==> src/hw/rtl/ffa_pkg.sv <==
`timescale 1ns / 1ps

package ffa_pkg;

    localparam int BINS       = 1024;
    localparam int LEVELS     = (BINS <= 2) ? 1 : $clog2(BINS);
    localparam int LEAVES     = 2 ** LEVELS;
    localparam int NODES      = 2 * LEAVES;
    localparam int NODE_W     = LEVELS + 1;
    localparam int BIN_W      = 10;
    localparam int AMOUNT_W   = 32;
    localparam int VALUE_W    = AMOUNT_W + 1;
    localparam int QUEUE_DEPTH = 2;

    localparam logic KIND_LOAD  = 1'b0;
    localparam logic KIND_PLACE = 1'b1;

    typedef struct packed {
        logic                kind;
        logic [BIN_W-1:0]    bin_index;
        logic [AMOUNT_W-1:0] amount;
    } in_item_t;

    typedef struct packed {
        logic                placed;
        logic [BIN_W-1:0]    placed_index;
        logic [AMOUNT_W-1:0] unplaced_count;
    } out_item_t;

    typedef enum logic [1:0] {
        OP_DROP,
        OP_LOAD,
        OP_PLACE
    } cmd_op_t;

    typedef struct packed {
        cmd_op_t             op;
        logic [NODE_W-1:0]   node;
        logic [VALUE_W-1:0]  value;
    } cmd_t;

    typedef struct packed {
        logic clearing;
    } back_status_t;

    typedef struct packed {
        logic full;
        logic valid;
    } queue_status_t;

    typedef enum logic [2:0] {
        ST_CLEAR,
        ST_IDLE,
        ST_ROOT,
        ST_DOWN,
        ST_UP
    } back_state_t;

endpackage

==> src/hw/rtl/ffa_queue.sv <==
`timescale 1ns / 1ps

module ffa_queue (
    input  logic                   clk,
    input  logic                   rst_n,
    input  logic                   push,
    input  ffa_pkg::cmd_t          push_cmd,
    input  logic                   pop,
    output ffa_pkg::cmd_t          head_cmd,
    output ffa_pkg::queue_status_t status
);

    localparam int PTR_W = $clog2(ffa_pkg::QUEUE_DEPTH);
    localparam int CNT_W = $clog2(ffa_pkg::QUEUE_DEPTH + 1);

    ffa_pkg::cmd_t          entry_reg [ffa_pkg::QUEUE_DEPTH];
    logic [PTR_W-1:0]       wr_ptr_reg;
    logic [PTR_W-1:0]       wr_ptr_next;
    logic [PTR_W-1:0]       rd_ptr_reg;
    logic [PTR_W-1:0]       rd_ptr_next;
    logic [CNT_W-1:0]       count_reg;
    logic [CNT_W-1:0]       count_next;
    logic                   do_pop;

    assign do_pop       = pop && (count_reg != '0);
    assign head_cmd     = entry_reg[rd_ptr_reg];
    assign status.valid = (count_reg != '0);
    assign status.full  = (count_reg == CNT_W'(ffa_pkg::QUEUE_DEPTH));

    always_comb
    begin
        wr_ptr_next = wr_ptr_reg;
        rd_ptr_next = rd_ptr_reg;
        count_next  = count_reg;
        if (push)
        begin
            wr_ptr_next = (wr_ptr_reg == PTR_W'(ffa_pkg::QUEUE_DEPTH - 1)) ? '0
                                                                           : wr_ptr_reg + 1'b1;
        end
        if (do_pop)
        begin
            rd_ptr_next = (rd_ptr_reg == PTR_W'(ffa_pkg::QUEUE_DEPTH - 1)) ? '0
                                                                           : rd_ptr_reg + 1'b1;
        end
        if (push && !do_pop)
        begin
            count_next = count_reg + 1'b1;
        end
        else if (!push && do_pop)
        begin
            count_next = count_reg - 1'b1;
        end
    end

    always_ff @(posedge clk or negedge rst_n)
    begin
        if (!rst_n)
        begin
            wr_ptr_reg <= '0;
            rd_ptr_reg <= '0;
            count_reg  <= '0;
        end
        else
        begin
            wr_ptr_reg <= wr_ptr_next;
            rd_ptr_reg <= rd_ptr_next;
            count_reg  <= count_next;
        end
    end

    always_ff @(posedge clk)
    begin
        if (push)
        begin
            entry_reg[wr_ptr_reg] <= push_cmd;
        end
    end

endmodule

==> config.mk <==
export PLATFORM = sky130hd
export DESIGN_NAME = ffa_queue
export DESIGN_NICKNAME = d
export VERILOG_FILES = /design/src/hw/rtl/ffa_pkg.sv /design/src/hw/rtl/ffa_queue.sv
export SDC_FILE = /design/constraint.sdc
export NUM_CORES = 1
export LEC_CHECK = 0
export BUFFER_PORTS_ARGS = -buffer_cell sky130_fd_sc_hd__buf_2
export CAP_MARGIN = 40
export CORE_AREA = 3 3 92 94
export DETAILED_ROUTE_END_ITERATION = 8
export DIE_AREA = 0 0 95 97
export PLACE_DENSITY = 0.72
export SYNTH_ARGS = -nofsm -noshare
export SYNTH_HDL_FRONTEND = slang
export SYNTH_SLANG_ARGS = --single-unit
export TNS_END_PERCENT = 10
==> constraint.sdc <==
create_clock -name clk -period 6 [get_ports clk]
set_clock_uncertainty 0.15 [all_clocks]
set_input_delay 0.3 -clock clk [delete_from_list [all_inputs] [get_ports clk]]
set_output_delay 0.3 -clock clk [all_outputs]
set_load 0.005 [all_outputs]
Word level (Yosys, flattened, before mapping)
Memory sizes are Yosys's and may differ from the RTL's.
Cells that the tools add are included.
Storage, ports and cells
  register bits after elaboration: 4
  bits in writable memories: 92
  output and inout bits: 48
  memories kept: 1
Cells by class
  $add $sub $neg: 4
  eq/ne operators: 1
  muxes and demuxes: 6
  reductions and logical operators: 7
Memory list
  entry_reg: words 2, width 46, rd ports 1, clocked after memory_dff 0, write ports 1, line ffa_queue.sv:16  | ffa_pkg::cmd_t entry_reg [ffa_pkg::QUEUE_DEPTH];
Operators with widths (count)
  1-bit two-way mux: 4
  2-bit two-way mux: 2
  2-bit nonzero test: 2
  1-bit logical AND: 3
  1-bit adder (second input constant): 2
  2-bit by 1-bit adder with 2-bit output (second input constant): 1
  2-bit equality test (second input constant): 1
  1-bit logical NOT: 2
  2-bit by 1-bit subtractor with 2-bit output (second input constant): 1

Depth between registers and ports, before layout
Gate-level depths: netlist of the first run.
  word-level depth: 5
  gate-level depth with buffers: 6
  mapped depth without buffers: 6

Worst setup path after synthesis of the first run
OpenSTA, ideal clock, no wires.
  path kind: register -> register
  start point: reg wr_ptr_reg
  end point: mem entry_reg[0][0] (netlist name) (enable)
  setup time: 455 ps
  data arrival time: 2457 ps
  data required time: 5395 ps
  setup slack: 2938 ps
  cell stages (with the launch flop): 2
  path buffers: 0
  clock period less this slack: 3062 ps
  path through: dfrtp_1 nor2b_1
RTL lines
  start: declaration: line ffa_queue.sv:17  | logic [PTR_W-1:0] wr_ptr_reg;
  start signal: assignment: line ffa_queue.sv:65  | wr_ptr_reg <= wr_ptr_next;
  end: declaration: line ffa_queue.sv:16
No word-level cell before the write port.

==> metrics.cfg, run 1 <==
[min_path]
whs_path_depth=2
worstHoldStart=push
hold_end=wr_ptr_reg
hp-class=in2reg

[synthesis]
syn-cell-area_um2=3630
syn_area_per_cell_um2=22.8
syn_nets=210
ys_seq_elements=96
yosys-top-cells-area=edfxtp_1 (76%), mux2_4 (12%), mux2_2 (5.0%), dfrtp_1 (2.8%), buf_6 (1.2%)
synthCells=159
synth_top_area_share_pct=76.1
ys_seq_area_share_pct=78.8
yosys_warnings=0
synth_largest_area_cell=edfxtp_1
synth.distinct_cells=14

[clocking]
clock_latency_ps=340
cts_tree=done
clockBufferDepth=2
clockRootBuffer=clkbuf_8
clkTransAtPathRegs_ps=80
post-cts-setup-buffers=0
cts_buffers=9
clock_sinks=96
cts_htree_levels=3

[global_route]
grtUsageTotal_pct=14.3
grt_pass1_wl_mm=10.1
antenna_found_initial=0
grt_overflow_total=0
grt_max_degree=38
grt_pass1_vias=2128

[placed_design]
portBuffers=97
dp_slack_ps=3880
gp_congestion=0.669
post_dp_cell_area_um2=4240

[worst_setup_path]
rr_worst_depth=2
critPathMaxStageDelay_ps=580
slowest_stage=buf_4
timing.rr.start=wr_ptr_reg
cp-end-kind=primary output
worstSetupStartpointType=flop
critPathKind=reg2out
arrival_ps=2040
critPathRequiredTime_ps=5550
worst-r2r-setup-slack_ps=4230
r2r_end=entry_reg[0][24]
crit_path_max_fanout=37
worstPathCellList=buf_4 > mux2_2 > buf_2

[detailed_routing]
ant_nets=0
drt_pass1_iterations=4
drtIter0Drc=88
drc=0
avgViaCountPerCell=4.69
wl_per_cell_um=15.3
finalWirelength_mm=6.42
dr_total_vias=1965

[timing]
fin_crit_sh_pct=41.6
maxSlewHeadroom_pct=54.5
finalWorstSetupSlack_ps=3510
worst_pin_slew_ps=683
setup_tns_ps=0
hold_violations=0
fin_crit_ps=2490
rsz0062_at_grt=no
setup_viol=0
holdWs_ps=43.7
slew_violations=0
timing.fmax_ghz=0.401

[floorplan]
start_util_pct=47.0
fp.dieW_um=95
die_area_um2=9220
die_h_um=97
fp-row-count=32
core_um2=7730
ioPinCount=98

[final_layout]
fin_util_pct=63.7
area_growth_pct=35.5
multi_input_area_um2=728
nets=363
nFillCells=550
regArea_um2=2860
fin_area_um2=4920
largest_register_ffs=92
num_antenna_cells=0
final_layout_size_suffix_gt1_share_pct=51.4

[power_and_ir_drop]
p_per_area_nw_per_um2=405
p_leak_nw=1.96
ir_drop_v=0.000241

[run]
cap_violations=0

[status]
status=finished clean

kinds of logic (layout without fill, tap and decap cells):
kind of cell	Yosys count	count (layout)	synth area share, %
buffers and inverters	5	163	1.38
xor gates and xnor gates	5	5	1.21
DFF	96	96	78.8
muxes	46	46	17.4
adders and majority gates	1	1	0.344
and+or+nand+nor	6	6	0.896
cells in the final DEF, fill, tap and decap left out:
cell type,count
edfxtp_1,92
mux2_4,30
clkinv_1,1
nor2b_4,1
clkbuf_1,1
bufinv_16,2
ha_1,1
and2_2,1
buf_2,97
xnor2_1,2
clkbuf_8,9
clkinv_2,1
xor2_1,3
clkinvlp_4,2
dfrtp_1,3
buf_12,1
buf_4,2
nor2_1,1
dlygate4sd3_1,47
dfrtp_2,1
nor2b_1,1
or2_1,1
nand2_1,1
mux2_2,16
synth_stat cells:
master	n
edfxtp_1	92
xor2_1	3
buf_2	1
ha_1	1
xnor2_1	2
mux2_2	16
dfrtp_1	4
and2_1	1
nor2_1	1
nand2_1	1
nor2b_1	2
buf_6	4
or2_1	1
mux2_4	30
timing repair:
item / 4_1_cts / 5_1_grt
endpoints found under the hold margin: 96 / 0
gates resized for setup: 0 / 0
hold buffers: 47 / 0
how the worst max path moves through the flow:
stage | end | cells after the start | slack [ps] | start
3_5_place_dp | head_cmd[18] | 3 | 3880 | rd_ptr_reg
2_1_floorplan | entry_reg[0][0] | 1 | 2940 | wr_ptr_reg
4_1_cts | head_cmd[24] | 3 | 3480 | rd_ptr_reg
5_1_grt | head_cmd[24] | 3 | 3430 | rd_ptr_reg
3_3_place_gp | head_cmd[31] | 3 | 3900 | rd_ptr_reg
6_report | head_cmd[32] | 3 | 3510 | rd_ptr_reg
routing by layer:
| metal | vias up | routed length (um) | share of wire, % | track usage, % |
|---|---|---|---|---|
| li1 | 924 | - | - | - |
| met1 | 953 | 2690 | 42 | 17.1 |
| met2 | 81 | 3240 | 50 | 24.8 |
| met3 | 7 | 418 | 6.5 | 3.34 |
| met4 | 0 | 74 | 1.2 | 5.33 |
| met5 | - | 0 | 0 | 0 |
layout make-up:
type                       count  area share (%)
clock inverter                 6            1.70
clock buffer                  10            2.59
tap                          102            2.59
timing repair buffer         147            20.1
multi-input combinational     58            14.8
sequential                    96            58.2
critical path: cells and delay by family (launching register included):
family                 cells  cell delay (ps)
muxes                      1              410
buffers and inverters      2              710
DFF                        1              520
stage by stage:
| stage | cells | power [W] |
|---|---|---|
| 6_report | 419 | 0.00199 |
| 5_1_grt | 419 | 0.00210 |
| 4_1_cts | 419 | 0.00202 |
| 3_5_place_dp | 356 | 0.00156 |
| 3_3_place_gp | 355 | 0.00154 |
| 2_1_floorplan | 159 | 0.00135 |
where the power goes:
| part | total, W | switching (W) | internal [W] |
|---|---|---|---|
| clock | 0.000438 | 0.000206 | 0.000233 |
| combinational | 0.000614 | 0.000267 | 0.000346 |
| sequential | 0.000943 | 0.0000517 | 0.000891 |
(Power assumes the default switching activity.)
==> run 2, diff against run 1 <==
==> constraint.sdc (replaced) <==
create_clock -name clk -period 2.6 [get_ports clk]
set_clock_uncertainty 0.15 [all_clocks]
set_input_delay 0.13 -clock clk [delete_from_list [all_inputs] [get_ports clk]]
set_output_delay 0.13 -clock clk [all_outputs]
set_load 0.005 [all_outputs]
==> run 2 against run 1 <==
  * Setup slack got worse by 3000 ps
  * Clock power increased to 2.6 times the previous value
  * Via count decreased by 1.6%
  * Sequential power increased by 130%
  * Sequential share of layout area decreased by 1.0 points
  * Critical path depth unchanged
  * Final cell count increased by 1.2%
  * Critical path type unchanged
  * Largest power group unchanged
  * First-iteration DRC count decreased by 60%
  * Critical endpoint is now head_cmd[17]
==> metrics.cfg, run 2 (synthesized netlist as in run 1, its figures left out) <==
[timing]
maxSlewHeadroom_pct=59.4  ; +5.0 points
setup_tns_ps=0  ; unchanged
timing.fmax_ghz=0.469
rsz0062_at_grt=no
slew_violations=0  ; unchanged
finalWorstSetupSlack_ps=468  ; -3040 ps
hold_violations=0  ; unchanged
fin_crit_ps=2130
holdWs_ps=358  ; +315 ps
setup_viol=0  ; unchanged
fin_crit_sh_pct=82.0
worst_pin_slew_ps=608  ; -74.4 ps

[min_path]
hp-class=in2reg
whs_path_depth=2  ; unchanged
worstHoldStart=push_cmd[21]

[worst_setup_path]
cp.depth=3  ; unchanged
critPathMaxStageDelay_ps=700  ; +120 ps
crit_buf_inv=2  ; unchanged
crit_family=flip-flops
crit_path_max_fanout=17  ; -54%
timing.rr.start=wr_ptr_reg
slowest_stage=dfrtp_2
crit_start=rd_ptr_reg
critPathKind=reg2out
rr_worst_depth=2  ; unchanged
critPathRequiredTime_ps=2320  ; -3230 ps
worstSetupStartpointType=flop
worstPathCellList=buf_4 > mux2_2 > buf_2
arrival_ps=1850  ; -190 ps
cp-end-kind=primary output

[placed_design]
portBuffers=97  ; unchanged
place_hpwl_mm=4.08
gp_congestion=0.666  ; -0.36%
dp_slack_ps=805  ; -3080 ps

[status]
status=finished clean

[detailed_routing]
drc=0  ; unchanged
wl_per_cell_um=15.0  ; -1.9%
finalWirelength_mm=6.37  ; -0.78%
avgViaCountPerCell=4.56  ; -2.7%
dr_total_vias=1934  ; -1.6%
ant_nets=0  ; unchanged
drt_pass1_iterations=4  ; unchanged
drtIter0Drc=35  ; -60%

[final_layout]
final_common_cell=buf_2
num_antenna_cells=0  ; unchanged
nets=368  ; +1.4%
area_growth_pct=38.0
largest_register_ffs=92  ; unchanged
layout.cells.most_common_list=buf_2 (97), edfxtp_1 (92), dlygate4sd3_1 (50)
final_layout_size_suffix_gt1_share_pct=51.6  ; +0.13 points

[power_and_ir_drop]
sw_frac_of_total_pct=25.8  ; -0.55 points
pwr-share-clk_pct=23.5  ; +1.5 points
internal-power_w=0.00353  ; +140%
p_leak_nw=2.00  ; +2.3%
pwr-share-seq_pct=46.5  ; -0.8 points
p_per_area_nw_per_um2=949  ; +130%
p_comb_share_pct=30.0  ; -0.8 points
ir_drop_v=0.000499  ; +110%
p_switching_w=0.00123  ; +130%

[global_route]
grt_max_degree=25  ; -34%
grtUsageTotal_pct=14.1  ; -0.23 points
grt_pass1_wl_mm=9.97  ; -0.89%
grt_overflow_total=0  ; unchanged
grt_pass1_vias=2059  ; -3.2%
antenna_found_initial=0  ; unchanged

[clocking]
cts_tree=done
clkTransAtPathRegs_ps=90  ; about the same
clockRootBuffer=clkbuf_8
cts_buffers=9  ; unchanged
clockBufferDepth=2  ; unchanged
clock_latency_ps=340  ; about the same
clock_sinks=96  ; unchanged
cts_htree_levels=3  ; unchanged
cts_resized=0  ; unchanged

[floorplan]
core_um2=7730  ; unchanged
ioPinCount=98  ; unchanged
fp.dieW_um=95  ; unchanged
fp-row-count=32  ; unchanged
die_area_um2=9220  ; unchanged
start_util_pct=47.0  ; unchanged
die_h_um=97  ; unchanged

[run]
cap_violations=0  ; unchanged

[run 2: cell types whose count changed in the layout (fill, tap and decap cells not counted)]
cell | before | now
clkinv_1 | 1 | 0
bufinv_16 | 2 | 3
buf_12 | 1 | 2
dlygate4sd3_1 | 47 | 50
buf_4 | 2 | 3
clkinv_2 | 1 | 0
clkinv_4 | 0 | 1
inv_6 | 0 | 1
clkinvlp_4 | 2 | 1
[run 2: layer usage]
| layer | global-route usage (%) | wire length, um | part of all wire (%) | vias to the layer above |
|---|---|---|---|---|
| met1 | 18.0 | 2790 | 44 | 925 |
| met3 | 3.19 | 359 | 5.6 | 5 |
| met2 | 23.4 | 3180 | 50 | 70 |
| met5 | 0 | 0 | 0 | - |
| li1 | - | - | - | 934 |
| met4 | 4.99 | 38 | 0.60 | 0 |
[run 2: area by class of cell]
class,instances,area (um^2)
clock buffer,10,128
clock inverter,6,115
fill,534,2720
multi-input combinational,58,728
sequential,96,2860
tap,102,128
timing repair buffer,152,1050
[run 2: worst paths after layout]
check / end / slack, ps
setup / recovery: head_cmd[17] / 470
hold / removal: entry_reg[0][21] / 360
setup reg to reg: entry_reg[1][0] / 890
hold reg to reg: count_reg[1] / 370
max in group asynchronous: rd_ptr_reg / 1560
min in group asynchronous: wr_ptr_reg / 540
[run 2: power by group through the flow]
| stage | Clock (W) | Combinational (W) | Sequential, W |
|---|---|---|---|
| 5_1_grt | 0.00123 | 0.00154 | 0.00224 |
| 4_1_cts | 0.00116 | 0.00145 | 0.00222 |
| 3_5_place_dp | 0 | 0.00139 | 0.00225 |
| 3_3_place_gp | 0 | 0.00138 | 0.00223 |
| 2_1_floorplan | 0 | 0.000948 | 0.00216 |
| 6_report | 0.00112 | 0.00143 | 0.00221 |
[run 2: worst reg2reg max path, stage by stage (launching register included)]
cell and delay [ps]:
dfrtp_1 420, and2_2 570, buf_12 260
[run 2: through the flow]
stage | total power (W) | cell area, um^2 | instances | util [%]
floorplan | 0.00311 | 3630 | 159 | -
global placement | 0.00361 | 4270 | 358 | 55.2
detailed placement | 0.00364 | 4270 | 358 | 55.2
CTS | 0.00483 | 5010 | 424 | 64.8
global route | 0.00501 | 5010 | 424 | 64.8
finish | 0.00476 | 5010 | 424 | 64.8
[run 2: repair_timing]
action / CTS / global route
hold endpoints to repair: 98 / 0
hold buffers: 50 / 0
setup buffers: 0 / 0
