`config.mk`:
```
export PLATFORM = sky130hd
export DESIGN_NAME = ffa_front
export DESIGN_NICKNAME = d
export VERILOG_FILES = /design/src/hw/rtl/ffa_pkg.sv /design/src/hw/rtl/ffa_front.sv
export SDC_FILE = /design/constraint.sdc
export NUM_CORES = 1
export LEC_CHECK = 0
export ABC_AREA = 1
export ABC_CLOCK_PERIOD_IN_PS = 1500
export BUFFER_PORTS_ARGS = -buffer_cell sky130_fd_sc_hd__buf_2
export CELL_PAD_IN_SITES_DETAIL_PLACEMENT = 1
export CELL_PAD_IN_SITES_GLOBAL_PLACEMENT = 1
export CORE_MARGIN = 2
export CORE_UTILIZATION = 23
export DETAILED_ROUTE_END_ITERATION = 12
export PLACE_DENSITY = 0.94
export SLEW_MARGIN = 20
export SYNTH_ARGS = -nofsm -noshare
export SYNTH_HDL_FRONTEND = slang
export SYNTH_SLANG_ARGS = --single-unit
export TNS_END_PERCENT = 30
```
`constraint.sdc`:
```
create_clock -name vclk -period 1.5
set_input_delay 0.225 -clock vclk [all_inputs]
set_output_delay 0.225 -clock vclk [all_outputs]
set_load 0.01 [all_outputs]
```
`src/hw/rtl/ffa_pkg.sv`:
```
`timescale 1ns / 1ps

package ffa_pkg;

    localparam int BINS       = 1024;
    localparam int LEVELS     = (BINS <= 2) ? 1 : $clog2(BINS);
    localparam int LEAVES     = 2 ** LEVELS;
    localparam int NODES      = 2 * LEAVES;
    localparam int NODE_W     = LEVELS + 1;
    localparam int BIN_W      = 10;
    localparam int AMOUNT_W   = 32;
    localparam int VALUE_W    = AMOUNT_W + 1;
    localparam int QUEUE_DEPTH = 2;

    localparam logic KIND_LOAD  = 1'b0;
    localparam logic KIND_PLACE = 1'b1;

    typedef struct packed {
        logic                kind;
        logic [BIN_W-1:0]    bin_index;
        logic [AMOUNT_W-1:0] amount;
    } in_item_t;

    typedef struct packed {
        logic                placed;
        logic [BIN_W-1:0]    placed_index;
        logic [AMOUNT_W-1:0] unplaced_count;
    } out_item_t;

    typedef enum logic [1:0] {
        OP_DROP,
        OP_LOAD,
        OP_PLACE
    } cmd_op_t;

    typedef struct packed {
        cmd_op_t             op;
        logic [NODE_W-1:0]   node;
        logic [VALUE_W-1:0]  value;
    } cmd_t;

    typedef struct packed {
        logic clearing;
    } back_status_t;

    typedef struct packed {
        logic full;
        logic valid;
    } queue_status_t;

    typedef enum logic [2:0] {
        ST_CLEAR,
        ST_IDLE,
        ST_ROOT,
        ST_DOWN,
        ST_UP
    } back_state_t;

endpackage

```
`src/hw/rtl/ffa_front.sv`:
```
`timescale 1ns / 1ps

module ffa_front (
    input  logic                   start,
    input  ffa_pkg::in_item_t      command,
    input  ffa_pkg::back_status_t  back_status,
    input  ffa_pkg::queue_status_t queue_status,
    output logic                   busy,
    output logic                   push,
    output ffa_pkg::cmd_t          cmd
);

    assign busy = back_status.clearing || queue_status.full;
    assign push = start && !busy;

    always_comb
    begin
        cmd.node  = ffa_pkg::NODE_W'(ffa_pkg::LEAVES) + ffa_pkg::NODE_W'(command.bin_index);
        cmd.value = ffa_pkg::VALUE_W'(command.amount) + ffa_pkg::VALUE_W'(1);
        if (command.kind == ffa_pkg::KIND_PLACE)
        begin
            cmd.op = ffa_pkg::OP_PLACE;
        end
        else if (32'(command.bin_index) < 32'(ffa_pkg::BINS))
        begin
            cmd.op = ffa_pkg::OP_LOAD;
        end
        else
        begin
            cmd.op = ffa_pkg::OP_DROP;
        end
    end

endmodule

```
# After elaboration in Yosys (flattened, before gate mapping)
# Index checks and enable logic that the tools add are counted.
[op_classes]
addsub = 2
n_reduce_logical = 3
n_mux = 1
[op_table]
columns = ["op", "count"]
rows = [
  ["32-bit by 1-bit adder with 33-bit output (second input constant)", 1],
  ["11-bit by 10-bit adder with 11-bit output (first input constant)", 1],
  ["2-bit two-way mux", 1],
  ["1-bit logical AND", 1],
  ["1-bit zero test", 1],
  ["1-bit logical OR", 1],
]
[word_totals]
out_inout_bits = 48
regBits = 0

# Depth between registers and ports, before layout
# Gate-level depths: netlist (run 1).
[depth]
depth_word = 3
ltp_mapped = 8
mapped_depth_nobuf = 8

# Least setup slack after synthesis (run 1)
# No wires, ideal clock.
[synth_timing]
path_kind = "in2out"
from = "input command[0] (netlist bit)"
to = "output cmd[14] (netlist bit)"
cell_stages = 6
t_arrival_ns = 1.107
path_slack_ns = 0.168
cell_sequence = "ha_1 > nand2_1 > nor2_4 > nand2_2 > nor2_4 > xor2_1"
[synth_lines]
columns = ["item", "line_no", "source"]
rows = [
  ["start, declared", "ffa_front.sv:5", "input ffa_pkg::in_item_t command,"],
  ["end, declared", "ffa_front.sv:10", "output ffa_pkg::cmd_t cmd"],
]

==> summary.txt, run 1 <==
Logic synthesis
  • Cell taking the most area after synthesis: nand2_1
  • Synth Area in Simple Gates: between 60 and 70%
  • Yosys Warn Count: 0
  • Syn_area_per_cell: 5.017 µm²
  • Compound-gate portion of the synthesized area: 0.4796%
  • Adder-cell share of the synthesized area: about 1.2%
  • Synth area leaders: nand2_1, nor2_1, buf_4
  • Main combinational cell family by area after synthesis: simple AND/OR/NAND/NOR gates
  • Post-synthesis sequential area ratio: 0%
  • Synth Cell Area: 1044 µm²
  • Top cell type's share of synthesized area: 32.73%
  • Unique cell type count in the Yosys netlist: 18
  • Xor and xnor area share after synthesis: 12.59%
  • Syn Nets: around 260
  • Mux contribution to synthesized area: 0%
  • Syn Inst Count: around 210

Global route
  • Largest net degree at the start of global routing: 8
  • First-pass GRT wire length: ~6800 µm
  • Initial antenna violation count: 0
  • GR Util All Layers: between 10% and 20%
  • Grt total ovfl: 0
  • Number of global-route vias before repair: around 1600

Placement
  • Routability congestion estimate from global placement: ~0.8
  • # placed instances: 327
  • Post-Place Cell Area: 1429 µm²
  • Dpl hpwl: ~3700 µm
  • # port buffers: 73

Worst setup path
  • CP dominant cell by count: nand2_1
  • Worst path max stage delay: ~0.26 ns
  • Critical path's top delay family: simple AND/OR/NAND/NOR gates
  • CP Class: input pin to output pin
  • Bufs and invs on worst path: 2
  • Slowest CP cell: nor2_4
  • Crit. End Element: output pin
  • Worst EP arrival: 1.30 ns
  • Largest fanout on the critical path: 7
  • Crit path cell chain: buf_2, nand2_1, nor2_2, nand2_1, nor2_4, nand2_1, nand2_1, nand2_1, buf_2
  • Required time worst endpoint: between 1 and 1.5 ns
  • CP Launch Type: input pin

Final layout
  • Post-route cell area: between 1500 and 2000 µm²
  • # clk buffers: 0
  • Area grow syn2layout: 48.68%
  • Multi-input gate area: roughly 950 µm²
  • Number of diodes: 0
  • Share of cells above drive strength 1: roughly two fifths
  • Seq_cells: 0
  • Final nets: 329
  • Fillers: between 600 and 700
  • Fin cells: 331
  • Register area: 0 µm²

Timing
  • RSZ-0062 raised after global routing: true
  • TNS Setup: -0.09711 ns
  • Tcrit/Tclk final: 101.7%
  • Final hold vios: 0
  • Final Max Tran Viols: 0
  • Setup violations, final: 6
  • Crit path time final: 1.526 ns
  • Final worst slack: -0.02618 ns
  • Fmax: between 0.6 and 0.7 GHz

Routing
  • Drc violations: 0
  • Initial drt markers: 36
  • Via-to-Cell Ratio: ~4.5
  • Antenna viol nets, final: 0
  • Vias: ~1500
  • Wire length per cell: 13.37 µm
  • First-pass DRT Iterations: 4
  • WL final: 4425 µm

Die
  • Die Y: 71.36 µm
  • Starting Density: about a quarter
  • I/O Pins: 95
  • Core area: approximately 4400 µm²
  • Total die area: approximately 5100 µm²
  • Row count: 24
  • Die Wd: around 71 µm

Hold path
  • HP Class: input pin to output pin
  • Min-Delay Endpoint: cmd[34]
  • Hold_sp: command[33]
  • WHS Path Cells: 0

Flow run
  • Max_cap viols: 0

Pwr
  • Power Density: 202.7 nW/µm²
  • Total Power: ~310 µW
  • IR drop worst, VDD: roughly 0.072 mV
  • Leak pwr: between 0.0008 and 0.0009 µW

Run status
  • Failing checks: negative setup slack
  • Status: finished, violations left
-- cells in the mapped netlist --
library cell  count
and2_1            1
buf_4            12
conb_1            1
ha_1              1
inv_1            20
nand2_1          91
nand2_2           2
nand2_4           2
nand3_1           7
nand3b_1          8
nor2_1           34
nor2_2            3
nor2_4            8
nor3_1            1
o21ai_0           1
or2_2             1
xnor2_1           5
xor2_1           10
-- worst max path at each step --
| stage | startpoint | cells past startpoint | end |
|---|---|---|---|
| 2_1_floorplan | command[0] | 6 | cmd[14] |
| 3_3_place_gp | command[0] | 10 | cmd[28] |
| 3_5_place_dp | command[0] | 10 | cmd[20] |
| 4_1_cts | command[1] | 10 | cmd[20] |
| 5_1_grt | command[0] | 10 | cmd[20] |
| 6_report | command[11] | 9 | cmd[19] |
-- stage by stage --
stage | worst slack (ns) | util [%] | hold slack (ns)
CTS | -0.009622 | 33.76 | 0.4501
global placement | -0.03083 | 32.82 | 0.4501
floorplan | 0.1679 | - | 0.4935
detailed placement | -0.09969 | 32.82 | 0.4501
finish | -0.02618 | 35.63 | 0.4500
global route | -0.09647 | 35.63 | 0.4500
-- logic make-up after synthesis --
| family | after synthesis |
|---|---|
| xor gates and xnor gates | 15 |
| and+or+nand+nor | 158 |
| buffers and inverters | 32 |
| other | 1 |
| adders and majority gates | 1 |
| AOI/OAI and AO/OA | 1 |
-- cell usage in the layout, fill, tap and decap left out --
master and n:
nor2_2 7, nor2_4 10, o21ai_1 1, conb_1 1, nand3b_1 8, inv_1 20, xor2_1 10, buf_8 2
nor2_1 28, ha_4 1, nand2_2 7, nor3_1 1, buf_2 70, nand3_1 6, xnor2_1 5, and2_1 1
nand3_2 1, nand2_1 84, nand2_4 4, buf_4 11, or2_2 1
-- power breakdown --
| part | internal [µW] | total [µW] | switching (µW) |
|---|---|---|---|
| Clock | 0 | 0 | 0 |
| Combinational | 132 | 314 | 182 |
| Sequential | 0 | 0 | 0 |
-- layout make-up --
cell class                      instances  area share [%]
Inverter                               20           4.839
Multi-Input combinational cell        176           61.13
Tap cell                               52           4.194
Timing Repair Buffer                   83           29.84
-- per-layer routing --
layer	GRT usage [%]	part of all wire, %	vias up
met5	0	0	-
li1	-	-	757
met2	32.72	54	40
met3	0.8439	4.0	6
met4	2.516	1.8	0
met1	18.24	40	682
-- repair_timing --
action / CTS / global route
buffers inserted: 0 / 4
pin swaps: 9 / 18
hold buffers: 0 / 0
endpoints found under the setup margin: 11 / 23
resized for setup: 10 / 18
(Power assumes the default switching activity.)
==> run 2, diff against run 1 <==
Settings changed: PLACE_DENSITY 0.94 to 0.83.
==> summary.txt, run 2 (synthesized netlist as in run 1, its figures left out) <==
Routing
  • WL final: 3982 µm (-10%)
  • Initial drt markers: 15 (-58%)
  • Via-to-Cell Ratio: 4.419 (-1.5%)
  • Vias: 1454 (-2.1%)
  • Drc violations: 0 (unchanged)
  • First-pass DRT Iterations: 4 (unchanged)
  • Antenna viol nets, final: 0 (unchanged)
  • Wire length per cell: 12.10 µm (-9.5%)

Global route
  • Number of global-route vias before repair: 1343 (-14%)
  • GR Util All Layers: 13.64% (-2.4 points)
  • Largest net degree at the start of global routing: 8 (unchanged)
  • Grt total ovfl: 0 (unchanged)
  • First-pass GRT wire length: 5830 µm (-14%)
  • Initial antenna violation count: 0 (unchanged)

Clock tree
  • # hold bufs at CTS: 0 (unchanged)

Die
  • Total die area: 5092 µm² (unchanged)
  • Die Wd: 71.36 µm (unchanged)
  • Row count: 24 (unchanged)
  • I/O Pins: 95 (unchanged)
  • Core area: 4354 µm² (unchanged)
  • Die Y: 71.36 µm (unchanged)
  • Starting Density: 23.97% (unchanged)

Placement
  • # port buffers: 73 (unchanged)
  • Routability congestion estimate from global placement: 0.7693 (-3.7%)
  • Dpl hpwl: 3423 µm (-7.4%)
  • Post-Place Cell Area: 1421 µm² (-0.53%)

Timing
  • Crit path time final: 1.477 ns (-0.04926 ns)
  • TNS Setup: 0 ns (+0.09711 ns)
  • Tcrit/Tclk final: 98.46% (-3.3 points)
  • Fmax: 0.6771 GHz (+3.3%)
  • Final Max Tran Viols: 0 (unchanged)
  • Final hold vios: 0 (unchanged)
  • RSZ-0062 raised after global routing: true
  • Setup violations, final: 0 (-6)

Pwr
  • IR drop worst, VDD: 0.08333 mV (+16%)
  • Power Density: 202.8 nW/µm² (about the same)
  • Leak pwr: 0.0008291 µW (-2.3%)

Worst setup path
  • Critical path's top delay family: simple AND/OR/NAND/NOR gates
  • Setup crit start: command[0]
  • Largest fanout on the critical path: 5 (-2)
  • Required time worst endpoint: 1.27 ns (about the same)
  • CP Depth: 10 (+1)
  • Crit path cell chain: buf_8, ha_4, nand2_4, nor2_4, nand2_4, nor2_4, nand2_2, nand2_1, nand2_1, buf_2
  • Worst path max stage delay: 0.19 ns (-0.07 ns)
  • Bufs and invs on worst path: 2 (unchanged)
  • Crit. End Element: output pin
  • CP Class: input pin to output pin
  • CP Capture Point: cmd[24]
  • Slowest CP cell: nor2_4
  • Worst EP arrival: 1.25 ns (-0.05 ns)
  • CP Launch Type: input pin

Final layout
  • # clk buffers: 0 (unchanged)
  • Seq_cells: 0 (unchanged)
  • Commonest non-fill, non-tap cell in the layout: nand2_1
  • Area grow syn2layout: 45.80%
  • Post-route cell area: 1521 µm² (-1.9%)
  • Final nets: 327 (-0.61%)
  • Number of diodes: 0 (unchanged)
  • Fillers: 632 (+2.1%)
  • Most frequent cells in the layout: nand2_1, buf_2, nor2_1, inv_1, xor2_1
  • Multi-input gate area: 933.4 µm² (-1.6%)
  • Register area: 0 µm² (unchanged)
  • Share of cells above drive strength 1: 40.07% (-0.79 points)

Run status
  • Status: complete, no violations

Hold path
  • HP Class: input pin to output pin

Flow run
  • Max_cap viols: 0 (unchanged)
[run 2: stage by stage]
step	worst slack, ns	power (µW)	hold WS, ns	util, %	cells
6_report	0.02308	308.6	0.4500	34.94	329
5_1_grt	-0.07480	337.1	0.4500	34.94	329
4_1_cts	0.001022	292.7	0.4501	33.36	326
3_5_place_dp	-0.07665	284.7	0.4501	32.64	326
3_3_place_gp	-0.03443	276.3	0.4501	32.64	326
2_1_floorplan	0.1679	164.0	0.4935	-	208
[run 2: metal layers]
| layer | vias to the layer above | GRT usage [%] | routed length (µm) |
|---|---|---|---|
| li1 | 751 | - | - |
| met2 | 37 | 27.98 | 2101 |
| met3 | 4 | 1.406 | 222 |
| met5 | - | 0 | 0 |
| met4 | 0 | 0.6289 | 42 |
| met1 | 662 | 15.61 | 1616 |
[run 2: cell type report]
type / instances / area share (%)
Tap cell: 52 / 4.276
Timing Repair Buffer: 81 / 29.44
Multi-Input combinational cell: 176 / 61.35
Inverter: 20 / 4.934
[run 2: how the worst min path moves through the flow]
stage	start	end	depth (start not counted)	slack, ns
global placement	command[36]	cmd[37]	0	0.45
detailed placement	command[36]	cmd[37]	0	0.45
CTS	command[36]	cmd[37]	0	0.45
global route	command[40]	cmd[41]	0	0.45
floorplan	command[42]	cmd[44]	1	0.49
finish	command[33]	cmd[34]	0	0.45
[run 2: repair_timing]
item                                   in CTS  in global routing
pin swaps                                   6                 18
endpoints found under the hold margin       0                  0
gates resized for setup                     7                 16
setup endpoints to repair                  10                 22
buffers inserted                            0                  3
[run 2: power by group]
group	total [µW]	switching, µW	internal (µW)
combinational	309	177	131
clock	0	0	0
sequential	0	0	0
total	309	177	131
==> run 3, diff against run 2 <==
--- a/config.mk
+++ b/config.mk
@@ -7,5 +7,5 @@
 export LEC_CHECK = 0
 export ABC_AREA = 1
-export ABC_CLOCK_PERIOD_IN_PS = 1500
+export ABC_CLOCK_PERIOD_IN_PS = 1600
 export BUFFER_PORTS_ARGS = -buffer_cell sky130_fd_sc_hd__buf_2
 export CELL_PAD_IN_SITES_DETAIL_PLACEMENT = 1
==> constraint.sdc (replaced) <==
create_clock -name vclk -period 1.6
set_input_delay 0.16 -clock vclk [all_inputs]
set_output_delay 0.16 -clock vclk [all_outputs]
set_load 0.01 [all_outputs]
==> summary.txt, run 3 (synthesized netlist as in run 1, its figures left out) <==
Placement
  • Routability congestion estimate from global placement: 0.7706 (+0.17%)
  • Pre-CTS setup slack: 0.1092 ns (+0.1858 ns)
  • Post-Place Cell Area: 1384 µm² (-2.6%)
  • Dpl hpwl: 3423 µm (about the same)
  • # port buffers: 73 (unchanged)

Pwr
  • IR drop worst, VDD: 0.05963 mV (-28%)
  • Power Density: 187.0 nW/µm² (-7.8%)
  • Total Power: 261.6 µW (-15%)
  • Leak pwr: 0.0007761 µW (-6.4%)

Die
  • Total die area: 5092 µm² (unchanged)
  • Die Wd: 71.36 µm (unchanged)
  • Core area: 4354 µm² (unchanged)
  • I/O Pins: 95 (unchanged)
  • Starting Density: 23.97% (unchanged)
  • Die Y: 71.36 µm (unchanged)
  • Row count: 24 (unchanged)

Final layout
  • Final nets: 320 (-2.1%)
  • Area grow syn2layout: 34.05%
  • Number of diodes: 0 (unchanged)
  • # clk buffers: 0 (unchanged)
  • Most frequent cells in the layout: nand2_1, buf_2, nor2_1, inv_1, xor2_1
  • Multi-input gate area: 885.9 µm² (-5.1%)
  • Commonest non-fill, non-tap cell in the layout: nand2_1
  • Seq_cells: 0 (unchanged)
  • Register area: 0 µm² (unchanged)
  • Fillers: 660 (+4.4%)
  • Final Util: 32.13% (-2.8 points)
  • Post-route cell area: 1399 µm² (-8.1%)
  • Share of cells above drive strength 1: 33.70% (-6.4 points)

Worst setup path
  • CP Class: input pin to output pin
  • CP Capture Point: cmd[26]
  • Setup crit start: command[1]
  • CP Launch Type: input pin
  • Crit. End Element: output pin
  • Worst EP arrival: 1.30 ns (+0.05 ns)
  • Largest fanout on the critical path: 4 (-1)
  • Required time worst endpoint: 1.44 ns (+0.17 ns)

Timing
  • Final hold vios: 0 (unchanged)
  • Crit path time final: 1.464 ns
  • Fmax: around 0.68 GHz
  • Tcrit/Tclk final: between 90% and 100%
  • Setup violations, final: 0 (unchanged)
  • Final worst slack: 0.1363 ns (+0.1133 ns)
  • Final Max Tran Viols: 0 (unchanged)

Routing
  • Drc violations: 0 (unchanged)
  • First-pass DRT Iterations: 4 (unchanged)
  • Vias: 1422 (-2.2%)
  • Initial drt markers: 34 (+19)
  • Via-to-Cell Ratio: 4.416 (about the same)
  • Wire length per cell: 11.51 µm (-4.9%)
  • Antenna viol nets, final: 0 (unchanged)
  • WL final: 3706 µm (-6.9%)

Global route
  • First-pass GRT wire length: 5823 µm (-0.12%)
  • Initial antenna violation count: 0 (unchanged)
  • Grt total ovfl: 0 (unchanged)
  • Largest net degree at the start of global routing: 8 (unchanged)
  • Number of global-route vias before repair: 1370 (+2.0%)
  • GR Util All Layers: 13.67% (+0.029 points)

Hold path
  • WHS Path Cells: 0 (unchanged)
  • HP Class: input pin to output pin

Run status
  • Status: complete, no violations

Clock tree
  • # hold bufs at CTS: 0 (unchanged)

Flow run
  • Max_cap viols: 0 (unchanged)
run 3: changes by cell type in the layout (fill, tap and decap cells not counted), moves of 2 or more:
cell     before  now
buf_2        70   73
buf_4         8    1
buf_8         2    0
nand2_1      84   90
nand2_2       8    3
nor2_1       28   34
nor2_2        8    2
run 3: timing repair:
item | in CTS | in global routing
setup endpoints to repair | 0 | 6
gates resized for setup | 0 | 2
buffers inserted | 0 | 1
run 3: worst min-delay path by stage:
stage,end,start
after floorplan,cmd[44],command[42]
after global placement,cmd[37],command[36]
after detailed placement,cmd[37],command[36]
after CTS,cmd[37],command[36]
after global routing,cmd[41],command[40]
final,cmd[34],command[33]
run 3: final cells by class:
| type | instances | area share, % |
|---|---|---|
| tap | 52 | 4.651 |
| timing repair buffer | 74 | 26.65 |
| multi-input combinational | 176 | 63.33 |
| inverter | 20 | 5.367 |
run 3: critical path, stage by stage:
cell,delay (ns)
buf_2,0.10
ha_1,0.18
nand2_1,0.10
nor2_4,0.18
nand2_4,0.11
nor2_1,0.18
nand2_1,0.08
nand2_1,0.06
nand2_1,0.04
buf_2,0.13
run 3: metrics by stage:
stage          std cells  hold slack (ns)   TNS [ns]
2_1_floorplan        208           0.3635          0
3_3_place_gp         321           0.3201          0
3_5_place_dp         321           0.3201          0
4_1_cts              321           0.3201          0
5_1_grt              322           0.3200  -0.002138
6_report             322           0.3200          0
run 3: per-layer routing:
metal	routed length [µm]	global-route usage [%]	share of wire, %	up-vias
met3	220	1.266	5.9	7
met1	1489	15.52	40	635
li1	-	-	-	739
met4	90	3.145	2.4	0
met5	0	0	0	-
met2	1906	27.06	51	41
run 3: report_power, final:
group	leakage [µW]	internal, µW	switching, µW
sequential	0	0	0
clock	0	0	0
combinational	0.000776	108	154
total	0.000776	108	154
